### config.mk
export PLATFORM = sky130hd
export DESIGN_NAME = dxt_block_texture_decoder
export DESIGN_NICKNAME = d
export VERILOG_FILES = /design/src/sv/dxt_pkg.sv /design/src/sv/dxt_front.sv /design/src/sv/dxt_queue.sv /design/src/sv/dxt_back.sv /design/src/sv/dxt_block_texture_decoder.sv
export SDC_FILE = /design/constraint.sdc
export NUM_CORES = 2
export LEC_CHECK = 0
export BUFFER_PORTS_ARGS = -buffer_cell sky130_fd_sc_hd__buf_2
export CAP_MARGIN = 20
export CORE_MARGIN = 2
export CORE_UTILIZATION = 65
export CTS_CLUSTER_SIZE = 24
export DETAILED_ROUTE_END_ITERATION = 10
export PLACE_DENSITY = 0.83
export SLEW_MARGIN = 40
export SYNTH_ARGS = -nofsm -noshare
export SYNTH_HDL_FRONTEND = slang
export SYNTH_HIERARCHICAL = 1
export SYNTH_SLANG_ARGS = --single-unit
### constraint.sdc
create_clock -name clk -period 23.7 [get_ports clk]
set_input_delay 4.74 -clock clk [delete_from_list [all_inputs] [get_ports clk]]
set_output_delay 4.74 -clock clk [all_outputs]
set_load 0.01 [all_outputs]
### src/sv/dxt_pkg.sv
// Shared types, constants and arithmetic helpers for the DXT block decoder.
// No dependencies; imported by every module of the decoder.
package dxt_pkg;

  localparam int CFG_DIM_W   = 13;
  localparam int APB_ADDR_W  = 4;
  localparam int APB_DATA_W  = 32;
  localparam int QUEUE_DEPTH = 2;
  localparam int COORD_W     = 12;

  // register indexes (byte address / 4)
  localparam logic [1:0] REG_ALPHA_MODE   = 2'd0;
  localparam logic [1:0] REG_IMAGE_WIDTH  = 2'd1;
  localparam logic [1:0] REG_IMAGE_HEIGHT = 2'd2;

  // channel positions inside a palette entry
  localparam int CH_B = 0;
  localparam int CH_G = 1;
  localparam int CH_R = 2;
  localparam int CH_A = 3;

  typedef enum logic [1:0] {
    MODE_DXT1 = 2'd0,
    MODE_DXT3 = 2'd1,
    MODE_DXT5 = 2'd2
  } mode_t;

  typedef struct packed {
    logic [63:0] colour_block;
    logic [63:0] alpha_block;
  } blk_word_t;

  typedef struct packed {
    logic [COORD_W-1:0] pixel_x;
    logic [COORD_W-1:0] pixel_y;
    logic [7:0]         red;
    logic [7:0]         green;
    logic [7:0]         blue;
    logic [7:0]         alpha;
    logic               block_done;
  } texel_word_t;

  typedef struct packed {
    logic [1:0]           alpha_mode;
    logic [CFG_DIM_W-1:0] image_width;
    logic [CFG_DIM_W-1:0] image_height;
    logic                 clear;
  } cfg_t;

  typedef logic [2:0][7:0] rgb_t;

  // one classified block, as it waits between front and back
  typedef struct packed {
    mode_t              mode;
    logic               punch;
    logic [COORD_W-1:0] px_base;
    logic [COORD_W-1:0] py_base;
    logic [1:0]         last_x;
    logic [1:0]         last_y;
    logic [31:0]        indices;
    logic [63:0]        alpha_bits;
    rgb_t               c0;
    rgb_t               c1;
    logic [2:0][9:0]    sum_13;
    logic [2:0][9:0]    sum_23;
    logic [2:0][8:0]    sum_12;
    logic               alpha_gt;
    logic [5:0][10:0]   alpha_sum;
  } queue_entry_t;

  function automatic rgb_t widen565(input logic [15:0] c);
    rgb_t w;
    w[CH_R] = {c[15:11], c[15:13]};
    w[CH_G] = {c[10:5], c[10:9]};
    w[CH_B] = {c[4:0], c[4:2]};
    return w;
  endfunction

  // reciprocal multiplies, exact over the ranges the sums can reach
  function automatic logic [7:0] div3(input logic [9:0] s);
    logic [20:0] p;
    p = 21'(s) * 21'd683;
    return p[18:11];
  endfunction

  function automatic logic [7:0] div5(input logic [10:0] s);
    logic [24:0] p;
    p = 25'(s) * 25'd13108;
    return p[23:16];
  endfunction

  function automatic logic [7:0] div7(input logic [10:0] s);
    logic [24:0] p;
    p = 25'(s) * 25'd9363;
    return p[23:16];
  endfunction

endpackage

### src/sv/dxt_front.sv
// Front end: accepts compressed block words, tracks block position, clips
// and prepares the endpoint sums. Depends on dxt_pkg.
module dxt_front #(
  parameter int MAX_DIM = 4096
) (
  input  logic                 clk,
  input  logic                 rst,
  input  dxt_pkg::cfg_t        cfg,
  input  logic                 blk_valid,
  output logic                 blk_ready,
  input  dxt_pkg::blk_word_t   blk,
  input  logic                 q_ready,
  output logic                 q_push,
  output dxt_pkg::queue_entry_t q_entry
);
  import dxt_pkg::*;

  localparam int DIM_W = $clog2(MAX_DIM + 1);
  localparam int CW    = ((DIM_W > CFG_DIM_W) ? DIM_W : CFG_DIM_W) + 1;
  localparam int BCW   = $clog2(MAX_DIM / 4 + 1);
  localparam logic [CW-1:0] MAX_DIM_C = CW'(MAX_DIM);

  logic [BCW-1:0] block_column, block_column_next;
  logic [BCW-1:0] block_row, block_row_next;
  logic [CW-1:0]  wreg, hreg, w, h, bw, bh, bx, by, rem_x, rem_y;
  logic [15:0]    c0, c1;
  logic [7:0]     a0, a1;
  rgb_t           e0, e1;
  mode_t          mode;

  assign blk_ready = q_ready;
  assign q_push    = blk_valid && q_ready;

  assign wreg = CW'(cfg.image_width);
  assign hreg = CW'(cfg.image_height);
  assign w  = (wreg == '0) ? CW'(1) : ((wreg > MAX_DIM_C) ? MAX_DIM_C : wreg);
  assign h  = (hreg == '0) ? CW'(1) : ((hreg > MAX_DIM_C) ? MAX_DIM_C : hreg);
  assign bw = (w + CW'(3)) >> 2;
  assign bh = (h + CW'(3)) >> 2;
  assign bx = CW'({block_column, 2'b00});
  assign by = CW'({block_row, 2'b00});
  assign rem_x = w - bx;
  assign rem_y = h - by;

  assign c0 = blk.colour_block[15:0];
  assign c1 = blk.colour_block[31:16];
  assign a0 = blk.alpha_block[7:0];
  assign a1 = blk.alpha_block[15:8];
  assign e0 = widen565(c0);
  assign e1 = widen565(c1);

  always_comb begin
    unique case (cfg.alpha_mode)
      2'd0:    mode = MODE_DXT1;
      2'd1:    mode = MODE_DXT3;
      default: mode = MODE_DXT5;
    endcase
  end

  always_comb begin
    block_column_next = block_column;
    block_row_next    = block_row;
    if (cfg.clear) begin
      block_column_next = '0;
      block_row_next    = '0;
    end else if (q_push) begin
      if (CW'(block_column) + CW'(1) >= bw) begin
        block_column_next = '0;
        if (CW'(block_row) + CW'(1) >= bh) begin
          block_row_next = '0;
        end else begin
          block_row_next = block_row + BCW'(1);
        end
      end else begin
        block_column_next = block_column + BCW'(1);
      end
    end
  end

  always_ff @(posedge clk) begin
    if (rst) begin
      block_column <= '0;
      block_row    <= '0;
    end else begin
      block_column <= block_column_next;
      block_row    <= block_row_next;
    end
  end

  always_comb begin
    logic [10:0] wa;
    q_entry          = '0;
    q_entry.mode     = mode;
    q_entry.punch    = (mode == MODE_DXT1) && (c0 <= c1);
    q_entry.px_base  = bx[COORD_W-1:0];
    q_entry.py_base  = by[COORD_W-1:0];
    q_entry.last_x   = (rem_x > CW'(3)) ? 2'd3 : 2'(rem_x - CW'(1));
    q_entry.last_y   = (rem_y > CW'(3)) ? 2'd3 : 2'(rem_y - CW'(1));
    q_entry.indices  = blk.colour_block[63:32];
    q_entry.alpha_bits = blk.alpha_block;
    q_entry.c0       = e0;
    q_entry.c1       = e1;
    for (int i = 0; i < 3; i++) begin
      q_entry.sum_13[i] = 10'({e0[i], 1'b0}) + 10'(e1[i]);
      q_entry.sum_23[i] = 10'(e0[i]) + 10'({e1[i], 1'b0});
      q_entry.sum_12[i] = 9'(e0[i]) + 9'(e1[i]);
    end
    q_entry.alpha_gt = a0 > a1;
    // weights for interpolated alpha: sevenths when a0 > a1, else fifths
    for (int i = 1; i <= 6; i++) begin
      wa = q_entry.alpha_gt ? 11'(7 - i) : 11'(5 - i);
      if (q_entry.alpha_gt || i <= 4) begin
        q_entry.alpha_sum[i-1] = 11'(a0) * wa + 11'(a1) * 11'(i);
      end else begin
        q_entry.alpha_sum[i-1] = '0;
      end
    end
  end

endmodule

### src/sv/dxt_queue.sv
// Short queue of classified blocks between the front and back ends.
// Depends on dxt_pkg for the entry type and depth.
module dxt_queue (
  input  logic                  clk,
  input  logic                  rst,
  input  logic                  push,
  input  dxt_pkg::queue_entry_t push_entry,
  output logic                  ready,
  input  logic                  pop,
  output logic                  head_valid,
  output dxt_pkg::queue_entry_t head
);
  import dxt_pkg::*;

  localparam int PW = (QUEUE_DEPTH > 1) ? $clog2(QUEUE_DEPTH) : 1;
  localparam int NW = $clog2(QUEUE_DEPTH + 1);

  queue_entry_t     entries [QUEUE_DEPTH];
  logic [PW-1:0]    wr_ptr, wr_ptr_next, rd_ptr, rd_ptr_next;
  logic [NW-1:0]    count, count_next;

  assign ready      = count != NW'(QUEUE_DEPTH);
  assign head_valid = count != '0;
  assign head       = entries[rd_ptr];

  always_comb begin
    wr_ptr_next = wr_ptr;
    rd_ptr_next = rd_ptr;
    count_next  = count;
    if (push) begin
      wr_ptr_next = (wr_ptr == PW'(QUEUE_DEPTH - 1)) ? '0 : wr_ptr + PW'(1);
    end
    if (pop) begin
      rd_ptr_next = (rd_ptr == PW'(QUEUE_DEPTH - 1)) ? '0 : rd_ptr + PW'(1);
    end
    if (push && !pop) begin
      count_next = count + NW'(1);
    end else if (pop && !push) begin
      count_next = count - NW'(1);
    end
  end

  always_ff @(posedge clk) begin
    if (rst) begin
      wr_ptr <= '0;
      rd_ptr <= '0;
      count  <= '0;
    end else begin
      wr_ptr <= wr_ptr_next;
      rd_ptr <= rd_ptr_next;
      count  <= count_next;
    end
  end

  always_ff @(posedge clk) begin
    if (push) begin
      entries[wr_ptr] <= push_entry;
    end
  end

`ifndef SYNTHESIS
  a_no_overflow: assert property (@(posedge clk) disable iff (rst)
    push |-> (count != NW'(QUEUE_DEPTH) || pop))
    else $error("queue written while full");
  a_no_underflow: assert property (@(posedge clk) disable iff (rst)
    pop |-> count != '0)
    else $error("queue read while empty");
  a_ptr_match: assert property (@(posedge clk) disable iff (rst)
    (count == '0 || count == NW'(QUEUE_DEPTH)) |-> wr_ptr == rd_ptr)
    else $error("queue pointers disagree with fill count");
`endif

endmodule

### src/sv/dxt_back.sv
// Back end: builds the colour and alpha palettes of a queued block and
// emits its in-image texels one per cycle, unless texel_ready stalls them. Depends on dxt_pkg.
module dxt_back (
  input  logic                  clk,
  input  logic                  rst,
  input  logic                  head_valid,
  input  dxt_pkg::queue_entry_t head,
  output logic                  pop,
  output logic                  texel_valid,
  input  logic                  texel_ready,
  output dxt_pkg::texel_word_t  texel
);
  import dxt_pkg::*;

  typedef struct packed {
    mode_t              mode;
    logic [COORD_W-1:0] px_base;
    logic [COORD_W-1:0] py_base;
    logic [1:0]         last_x;
    logic [1:0]         last_y;
    logic [31:0]        indices;
    logic [63:0]        alpha_bits;
    logic [3:0][3:0][7:0] pal;
    logic [7:0][7:0]    atab;
  } loaded_block_t;

  loaded_block_t lb, lb_next;
  logic          l_valid, l_valid_next;
  logic [1:0]    tx, tx_next, ty, ty_next;
  logic          adv, last;
  texel_word_t   texel_next;
  logic          texel_valid_next;

  assign adv  = l_valid && (!texel_valid || texel_ready);
  assign last = (tx == lb.last_x) && (ty == lb.last_y);
  assign pop  = head_valid && (!l_valid || (adv && last));

  // palette build from the queue head
  always_comb begin
    lb_next            = '0;
    lb_next.mode       = head.mode;
    lb_next.px_base    = head.px_base;
    lb_next.py_base    = head.py_base;
    lb_next.last_x     = head.last_x;
    lb_next.last_y     = head.last_y;
    lb_next.indices    = head.indices;
    lb_next.alpha_bits = head.alpha_bits;
    for (int ch = 0; ch < 3; ch++) begin
      lb_next.pal[0][ch] = head.c0[ch];
      lb_next.pal[1][ch] = head.c1[ch];
      if (head.punch) begin
        lb_next.pal[2][ch] = head.sum_12[ch][8:1];
        lb_next.pal[3][ch] = 8'd0;
      end else begin
        lb_next.pal[2][ch] = div3(head.sum_13[ch]);
        lb_next.pal[3][ch] = div3(head.sum_23[ch]);
      end
    end
    lb_next.pal[0][CH_A] = 8'd255;
    lb_next.pal[1][CH_A] = 8'd255;
    lb_next.pal[2][CH_A] = 8'd255;
    lb_next.pal[3][CH_A] = head.punch ? 8'd0 : 8'd255;

    lb_next.atab[0] = head.alpha_bits[7:0];
    lb_next.atab[1] = head.alpha_bits[15:8];
    for (int i = 1; i <= 6; i++) begin
      lb_next.atab[i+1] = head.alpha_gt ? div7(head.alpha_sum[i-1])
                                        : div5(head.alpha_sum[i-1]);
    end
    if (!head.alpha_gt) begin
      lb_next.atab[6] = 8'd0;
      lb_next.atab[7] = 8'd255;
    end
  end

  // texel select for the current position
  always_comb begin
    logic [3:0] k;
    logic [1:0] ix;
    logic [3:0] nib;
    logic [2:0] code;
    k    = {ty, tx};
    ix   = lb.indices[{k, 1'b0} +: 2];
    nib  = lb.alpha_bits[{k, 2'b00} +: 4];
    code = lb.alpha_bits[6'({k, 1'b0}) + 6'(k) + 6'd16 +: 3];
    texel_next.pixel_x    = lb.px_base + COORD_W'(tx);
    texel_next.pixel_y    = lb.py_base + COORD_W'(ty);
    texel_next.red        = lb.pal[ix][CH_R];
    texel_next.green      = lb.pal[ix][CH_G];
    texel_next.blue       = lb.pal[ix][CH_B];
    texel_next.block_done = last;
    unique case (lb.mode)
      MODE_DXT1: texel_next.alpha = lb.pal[ix][CH_A];
      MODE_DXT3: texel_next.alpha = {nib, nib};
      default:   texel_next.alpha = lb.atab[code];
    endcase
  end

  always_comb begin
    tx_next = tx;
    ty_next = ty;
    if (adv) begin
      if (last) begin
        tx_next = 2'd0;
        ty_next = 2'd0;
      end else if (tx == lb.last_x) begin
        tx_next = 2'd0;
        ty_next = ty + 2'd1;
      end else begin
        tx_next = tx + 2'd1;
      end
    end
    if (pop) begin
      l_valid_next = 1'b1;
    end else if (adv && last) begin
      l_valid_next = 1'b0;
    end else begin
      l_valid_next = l_valid;
    end
    if (adv) begin
      texel_valid_next = 1'b1;
    end else if (texel_ready) begin
      texel_valid_next = 1'b0;
    end else begin
      texel_valid_next = texel_valid;
    end
  end

  always_ff @(posedge clk) begin
    if (rst) begin
      l_valid     <= 1'b0;
      tx          <= 2'd0;
      ty          <= 2'd0;
      texel_valid <= 1'b0;
    end else begin
      l_valid     <= l_valid_next;
      tx          <= tx_next;
      ty          <= ty_next;
      texel_valid <= texel_valid_next;
    end
  end

  always_ff @(posedge clk) begin
    if (pop) begin
      lb <= lb_next;
    end
    if (adv) begin
      texel <= texel_next;
    end
  end

`ifndef SYNTHESIS
  a_pos_in_range: assert property (@(posedge clk) disable iff (rst)
    l_valid |-> (tx <= lb.last_x && ty <= lb.last_y))
    else $error("texel position beyond clipped block");
  a_block_held: assert property (@(posedge clk) disable iff (rst)
    (texel_valid && !texel.block_done) |-> l_valid)
    else $error("block released before its last texel");
  a_pos_restart: assert property (@(posedge clk) disable iff (rst)
    (adv && last) |=> (tx == 2'd0 && ty == 2'd0))
    else $error("texel position not restarted after block end");
`endif

endmodule

### src/sv/dxt_block_texture_decoder.sv
// DXT1/DXT3/DXT5 block decoder: one 4x4 compressed block word in, one texel
// word out per cycle while texel_ready is high. A taken block is registered
// in the queue, then in the back end, before its first texel is registered.
// Throughput: one texel per cycle from the single port; 16 per unclipped block.
// rst (synchronous) empties the queue and pipeline, sets mode 0, size 1x1.
module dxt_block_texture_decoder #(
  parameter int MAX_DIM = 4096
) (
  input  logic                              clk,
  input  logic                              rst,
  input  logic                              blk_valid,
  output logic                              blk_ready,
  input  dxt_pkg::blk_word_t                blk,
  output logic                              texel_valid,
  input  logic                              texel_ready,
  output dxt_pkg::texel_word_t              texel,
  input  logic                              psel,
  input  logic                              penable,
  input  logic                              pwrite,
  input  logic [dxt_pkg::APB_ADDR_W-1:0]    paddr,
  input  logic [dxt_pkg::APB_DATA_W-1:0]    pwdata,
  output logic [dxt_pkg::APB_DATA_W-1:0]    prdata,
  output logic                              pready
);
  import dxt_pkg::*;

  logic [1:0]           alpha_mode;
  logic [CFG_DIM_W-1:0] image_width;
  logic [CFG_DIM_W-1:0] image_height;
  logic                 wr_en;
  logic [1:0]           reg_idx;
  cfg_t                 cfg;
  logic                 q_ready, q_push, q_pop, q_head_valid;
  queue_entry_t         q_entry, q_head;

  assign pready  = 1'b1;
  assign reg_idx = paddr[3:2];
  assign wr_en   = psel && penable && pwrite && pready;

  always_ff @(posedge clk) begin
    if (rst) begin
      alpha_mode   <= 2'd0;
      image_width  <= CFG_DIM_W'(1);
      image_height <= CFG_DIM_W'(1);
    end else if (wr_en) begin
      unique case (reg_idx)
        REG_ALPHA_MODE:   alpha_mode   <= pwdata[1:0];
        REG_IMAGE_WIDTH:  image_width  <= pwdata[CFG_DIM_W-1:0];
        REG_IMAGE_HEIGHT: image_height <= pwdata[CFG_DIM_W-1:0];
        default: ;
      endcase
    end
  end

  always_comb begin
    unique case (reg_idx)
      REG_ALPHA_MODE:   prdata = APB_DATA_W'(alpha_mode);
      REG_IMAGE_WIDTH:  prdata = APB_DATA_W'(image_width);
      REG_IMAGE_HEIGHT: prdata = APB_DATA_W'(image_height);
      default:          prdata = '0;
    endcase
  end

  // a write to any of the three named registers restarts block placement at the image origin
  assign cfg.alpha_mode   = alpha_mode;
  assign cfg.image_width  = image_width;
  assign cfg.image_height = image_height;
  assign cfg.clear        = wr_en && (reg_idx == REG_ALPHA_MODE ||
                                      reg_idx == REG_IMAGE_WIDTH ||
                                      reg_idx == REG_IMAGE_HEIGHT);

  dxt_front #(.MAX_DIM(MAX_DIM)) u_front (
    .clk       (clk),
    .rst       (rst),
    .cfg       (cfg),
    .blk_valid (blk_valid),
    .blk_ready (blk_ready),
    .blk       (blk),
    .q_ready   (q_ready),
    .q_push    (q_push),
    .q_entry   (q_entry)
  );

  dxt_queue u_queue (
    .clk        (clk),
    .rst        (rst),
    .push       (q_push),
    .push_entry (q_entry),
    .ready      (q_ready),
    .pop        (q_pop),
    .head_valid (q_head_valid),
    .head       (q_head)
  );

  dxt_back u_back (
    .clk         (clk),
    .rst         (rst),
    .head_valid  (q_head_valid),
    .head        (q_head),
    .pop         (q_pop),
    .texel_valid (texel_valid),
    .texel_ready (texel_ready),
    .texel       (texel)
  );

endmodule

# Word-level counts from Yosys, hierarchy flattened
# Memory sizes are Yosys's and may differ from the RTL's. A register that Yosys moved wholly into a read port is not among the register bits.
# Cells that the tools add are included.
# op_classes
n_reduce_logical,36
n_shift,3
addsub,35
order_cmp,10
mux,47
mul,25
n_eq_ne,7
# op_table
op,n
"multiplier 11 x 14 -> 24 bit, second input constant",6
"multiplier 10 x 10 -> 19 bit, second input constant",6
"multiplier 11 x 12 -> 22 bit, second input constant",4
two-way mux 8 bit,9
multiplier 8 x 11 -> 11 bit,6
binary-select mux 32 bit (select 2 bit),1
variable part select 64 x 7 -> 3 bit,1
variable part select 64 x 7 -> 4 bit,1
two-way mux 11 bit,5
case mux 13 bit (3 select lines),1
two-way mux 32 bit,1
variable part select 32 x 6 -> 2 bit,1
adder 8 x 9 -> 10 bit,3
adder 9 x 8 -> 10 bit,3
"adder 14 x 2 -> 14 bit, second input constant",2
greater-or-equal comparator 14 x 12 -> 1 bit,2
"> comparator 14 x 2 -> 1 bit, second input constant",2
logical NOT 14 bit,2
two-way mux 14 bit,2
subtractor 14 x 13 -> 14 bit,2
adder 8 x 8 -> 9 bit,3
"> comparator 13 bit, second input constant",2
two-way mux 13 bit,2
"adder 11 x 1 -> 12 bit, second input constant",2
other kinds (34),94
# totals
memories,1
in_bits,171
register_bits,411
ramBits,650
# memory_table
name,depth,word_bits,rd,rd_clocked_by_memory_dff,write_ports,line_no,source
u_queue.entries,2,325,1,1,1,dxt_queue.sv:18,queue_entry_t entries [QUEUE_DEPTH];

# Longest topological paths before layout
# depth
depth_word,9
ltp_mapped,25

# Modules after synthesis
# The synthesis kept the hierarchy.
# by_module_without_submodules
module,area_each_um2,instances,seq_area_each_um2,cells_each
dxt_back,42326.8,1,9969.6,3701
dxt_queue,25512.0,1,19859.0,1046
dxt_front,12383.1,1,440.4,1582
dxt_block_texture_decoder,1539.0,1,560.5,154

# Worst setup path after synthesis
# OpenSTA, ideal clock, no wires.
# synth_timing
path_type,input-to-reg
start,in blk_valid
end,"mem u_queue/entries[0][0] (netlist bit), enable pin"
arrival_time_ps,19471
setup_slack_ps,3163
stages,3
t_required_ps,22634
path_buffers,0
setup_time_ps,1066
cell_sequence,nand2_1 inv_1 nor2b_1
# synth_between
elab_chain_cells,3
# synth_rtl
element,line_no,source
"start, declared",dxt_block_texture_decoder.sv:11,"input logic blk_valid,"
logical AND 1 bit,dxt_front.sv:32,assign q_push = blk_valid && q_ready;
net q_push,dxt_block_texture_decoder.sv:33,"logic q_ready, q_push, q_pop, q_head_valid;"
two-way mux 1 bit,dxt_queue.sv:56,if (push) begin
two-way mux 1 bit (not written as such),dxt_queue.sv:57,entries[wr_ptr] <= push_entry;
"end, declared",dxt_queue.sv:18,
# The timed path passes the listed nets, and every way through them passes these cells.

# Worst setup path after layout
# layout_timing
start,in paddr[3] (netlist bit)
end,out prdata[11] (netlist bit)
# layout_between
elab_chain_cells,2
elab_cells_between_ends,4
classes_between,2 x eq/ne; 1 x mux; 1 x reduce/logical
# layout_rtl
element,line_no,source
"start, declared",dxt_block_texture_decoder.sv:20,"input logic [dxt_pkg::APB_ADDR_W-1:0] paddr,"
"equality test 2 bit, or another cell as far along",dxt_block_texture_decoder.sv:56,unique case (reg_idx)
case mux 13 bit (3 select lines) *,dxt_block_texture_decoder.sv:56,
"end, declared",dxt_block_texture_decoder.sv:22,"output logic [dxt_pkg::APB_DATA_W-1:0] prdata,"
# Mark *: on every way between the ends. The rest lies on a longest branch, timed or not.

==> out/results.ini <==
[sta]
maxClockFrequency_ghz = 0.0929
final-setup-viol-count = 0
layout_worst_path_cycle_share = 0.454
final_max_slew_viol_count = 0
setup_tns_ps = 0
timing_hold_violations_final = 0
slew-limit-headroom = 0.428
finalCriticalPeriod_ps = 10760
worst-slew-pin-transition_ps = 848
skew_ps = 32.8
rsz0062_at_grt = false

[worst_setup_path]
critical_path_arrival_ps = 6020
worstPathCellList = buf_2 > nor2b_1 > a22o_1 > buf_2
critical_path.startpoint_type = input port
end_kind = primary output
critPathMaxFanout = 11
path_class = input port to primary output
worstPathRequired_ps = 18960
cpPeakStageDelay_ps = 660
worst_path_most_repeated_cell = sky130_fd_sc_hd__buf_2
crit_path_top_delay_cell = sky130_fd_sc_hd__nor2b_1

[clock_tree]
worst_setup_hold_path_clk_slew_ps = 60
clkSinkCount = 1041
post-cts-setup-buffers = 0
total_of_hold_buffers_inserted_after_clock_tree_synthesis = 0
worstSkewPairLatency_ps = 730
cts_root_buf = sky130_fd_sc_hd__clkbuf_16
tritoncts = yes
htreeDepth = 3
ctsLongestPathBuffers = 3
cts_resized = 0
cts-buffers-inserted = 105

[yosys]
synthesis.area_um2 = 81500
yosysWarnings = 6
synth_area_per_cell_um2 = 12.6
cell_count_after_synthesis = 6474

[drt]
vias_per_cell = 5.88
totalWireLength_um = 174000
detail_route.first_pass.iterations = 5
drcViolationCount = 0
wl_per_cell_um = 21.0
routed-via-count = 48656
final_antenna_net_count = 0
dr.first_iter.drc_count = 3641

[floorplan]
core_area_um2 = 124000
floorplan.initialDensity = 0.657
io-pin-count = 263
die_w_um = 358
die_area_um2 = 128000
chipHeight_um = 358
core.rowCount = 129

[final_layout]
drive_gt1_frac = 0.135
flow.area_growth_from_synthesis_pct = 5.74
finish.net_count = 8406
most_frequent_cells_in_the_layout = sky130_fd_sc_hd__ha_1 (1246), sky130_fd_sc_hd__inv_1 (1078), sky130_fd_sc_hd__edfxtp_1 (980), sky130_fd_sc_hd__fa_1 (445), sky130_fd_sc_hd__mux2_4 (300)
final_common_cell = sky130_fd_sc_hd__ha_1

[global_routing]
grt_start_max_net_pins = 101
first_global_vias = 51632
antenna_found_initial = 15
overflow = 0
grt_first_pass_wirelength_um = 276000
grt_use_total = 0.275

[placed_design]
dp_hpwl_um = 129000
gp_congestion = 0.922
number_of_buffers_added_on_ports = 221

[min_path]
min-delay-path-class = flip-flop to flip-flop

[run]
maxcap_violations = 0

[outcome]
outcome = finished clean

==> cell type report <==
cell class | count | area, um2
sequential | 1041 | 30700
timing repair buffer | 256 | 1570
inverter | 1079 | 4050
antenna | 9 | 22.5
clock inverter | 77 | 906
fill | 8256 | 37900
multi-input combinational | 4060 | 44300
tap | 1637 | 2050
clock buffer | 121 | 2690
==> worst max-delay path: cells and delay by family <==
| family | cells | cell delay (ps) |
|---|---|---|
| and+or+nand+nor | 1 | 660 |
| buffers and inverters | 2 | 330 |
| AOI/OAI and AO/OA | 1 | 280 |
==> flip-flops by register name (all words and copies together), names as in the netlist, 2 cells and up, named ones only <==
name and cells:
u_back/ty 2, u_front/block_column 11, u_front/block_row 11, image_width 13
u_back/tx 2, u_queue/entries 652, image_height 13, u_queue/count 2
alpha_mode 2, u_back/lb 271, u_back/texel 57
==> final timing paths <==
check	start	endpoint	slack (ps)	cells after the start
worst max-delay path	paddr[3]	prdata[11]	12940	4
worst min-delay path	u_front/block_column[10]$_SDFFE_PP0P_	u_front/block_column[10]$_SDFFE_PP0P_	460	2
worst max register to register	flip-flop	u_back/lb[31]$_DFFE_PP_	16100	22
worst min register to register	u_front/block_column[10]$_SDFFE_PP0P_	u_front/block_column[10]$_SDFFE_PP0P_	460	2
==> per-stage QoR <==
step	hold WS, ps	instance area [um2]	utilization	setup WS (ps)	std cells
after floorplan	432	81600	-	3300	6497
after global placement	442	82400	0.664	12780	8064
after detailed placement	451	82500	0.665	12680	8071
after CTS	461	86100	0.694	12970	8269
after global routing	483	86200	0.695	12820	8279
final	461	86200	0.695	12940	8280
==> per-layer routing <==
layer | global-route usage | up-vias | part of all wire
li1 | - | 22604 | -
met1 | 0.351 | 24215 | 0.41
met2 | 0.481 | 1495 | 0.51
met3 | 0.0384 | 330 | 0.053
met4 | 0.0936 | 12 | 0.034
met5 | 0 | - | 0.00046
Power is left out: the tool's default activity adds up to more than one toggle a clock period on the data nets, which glitch-free logic cannot reach.
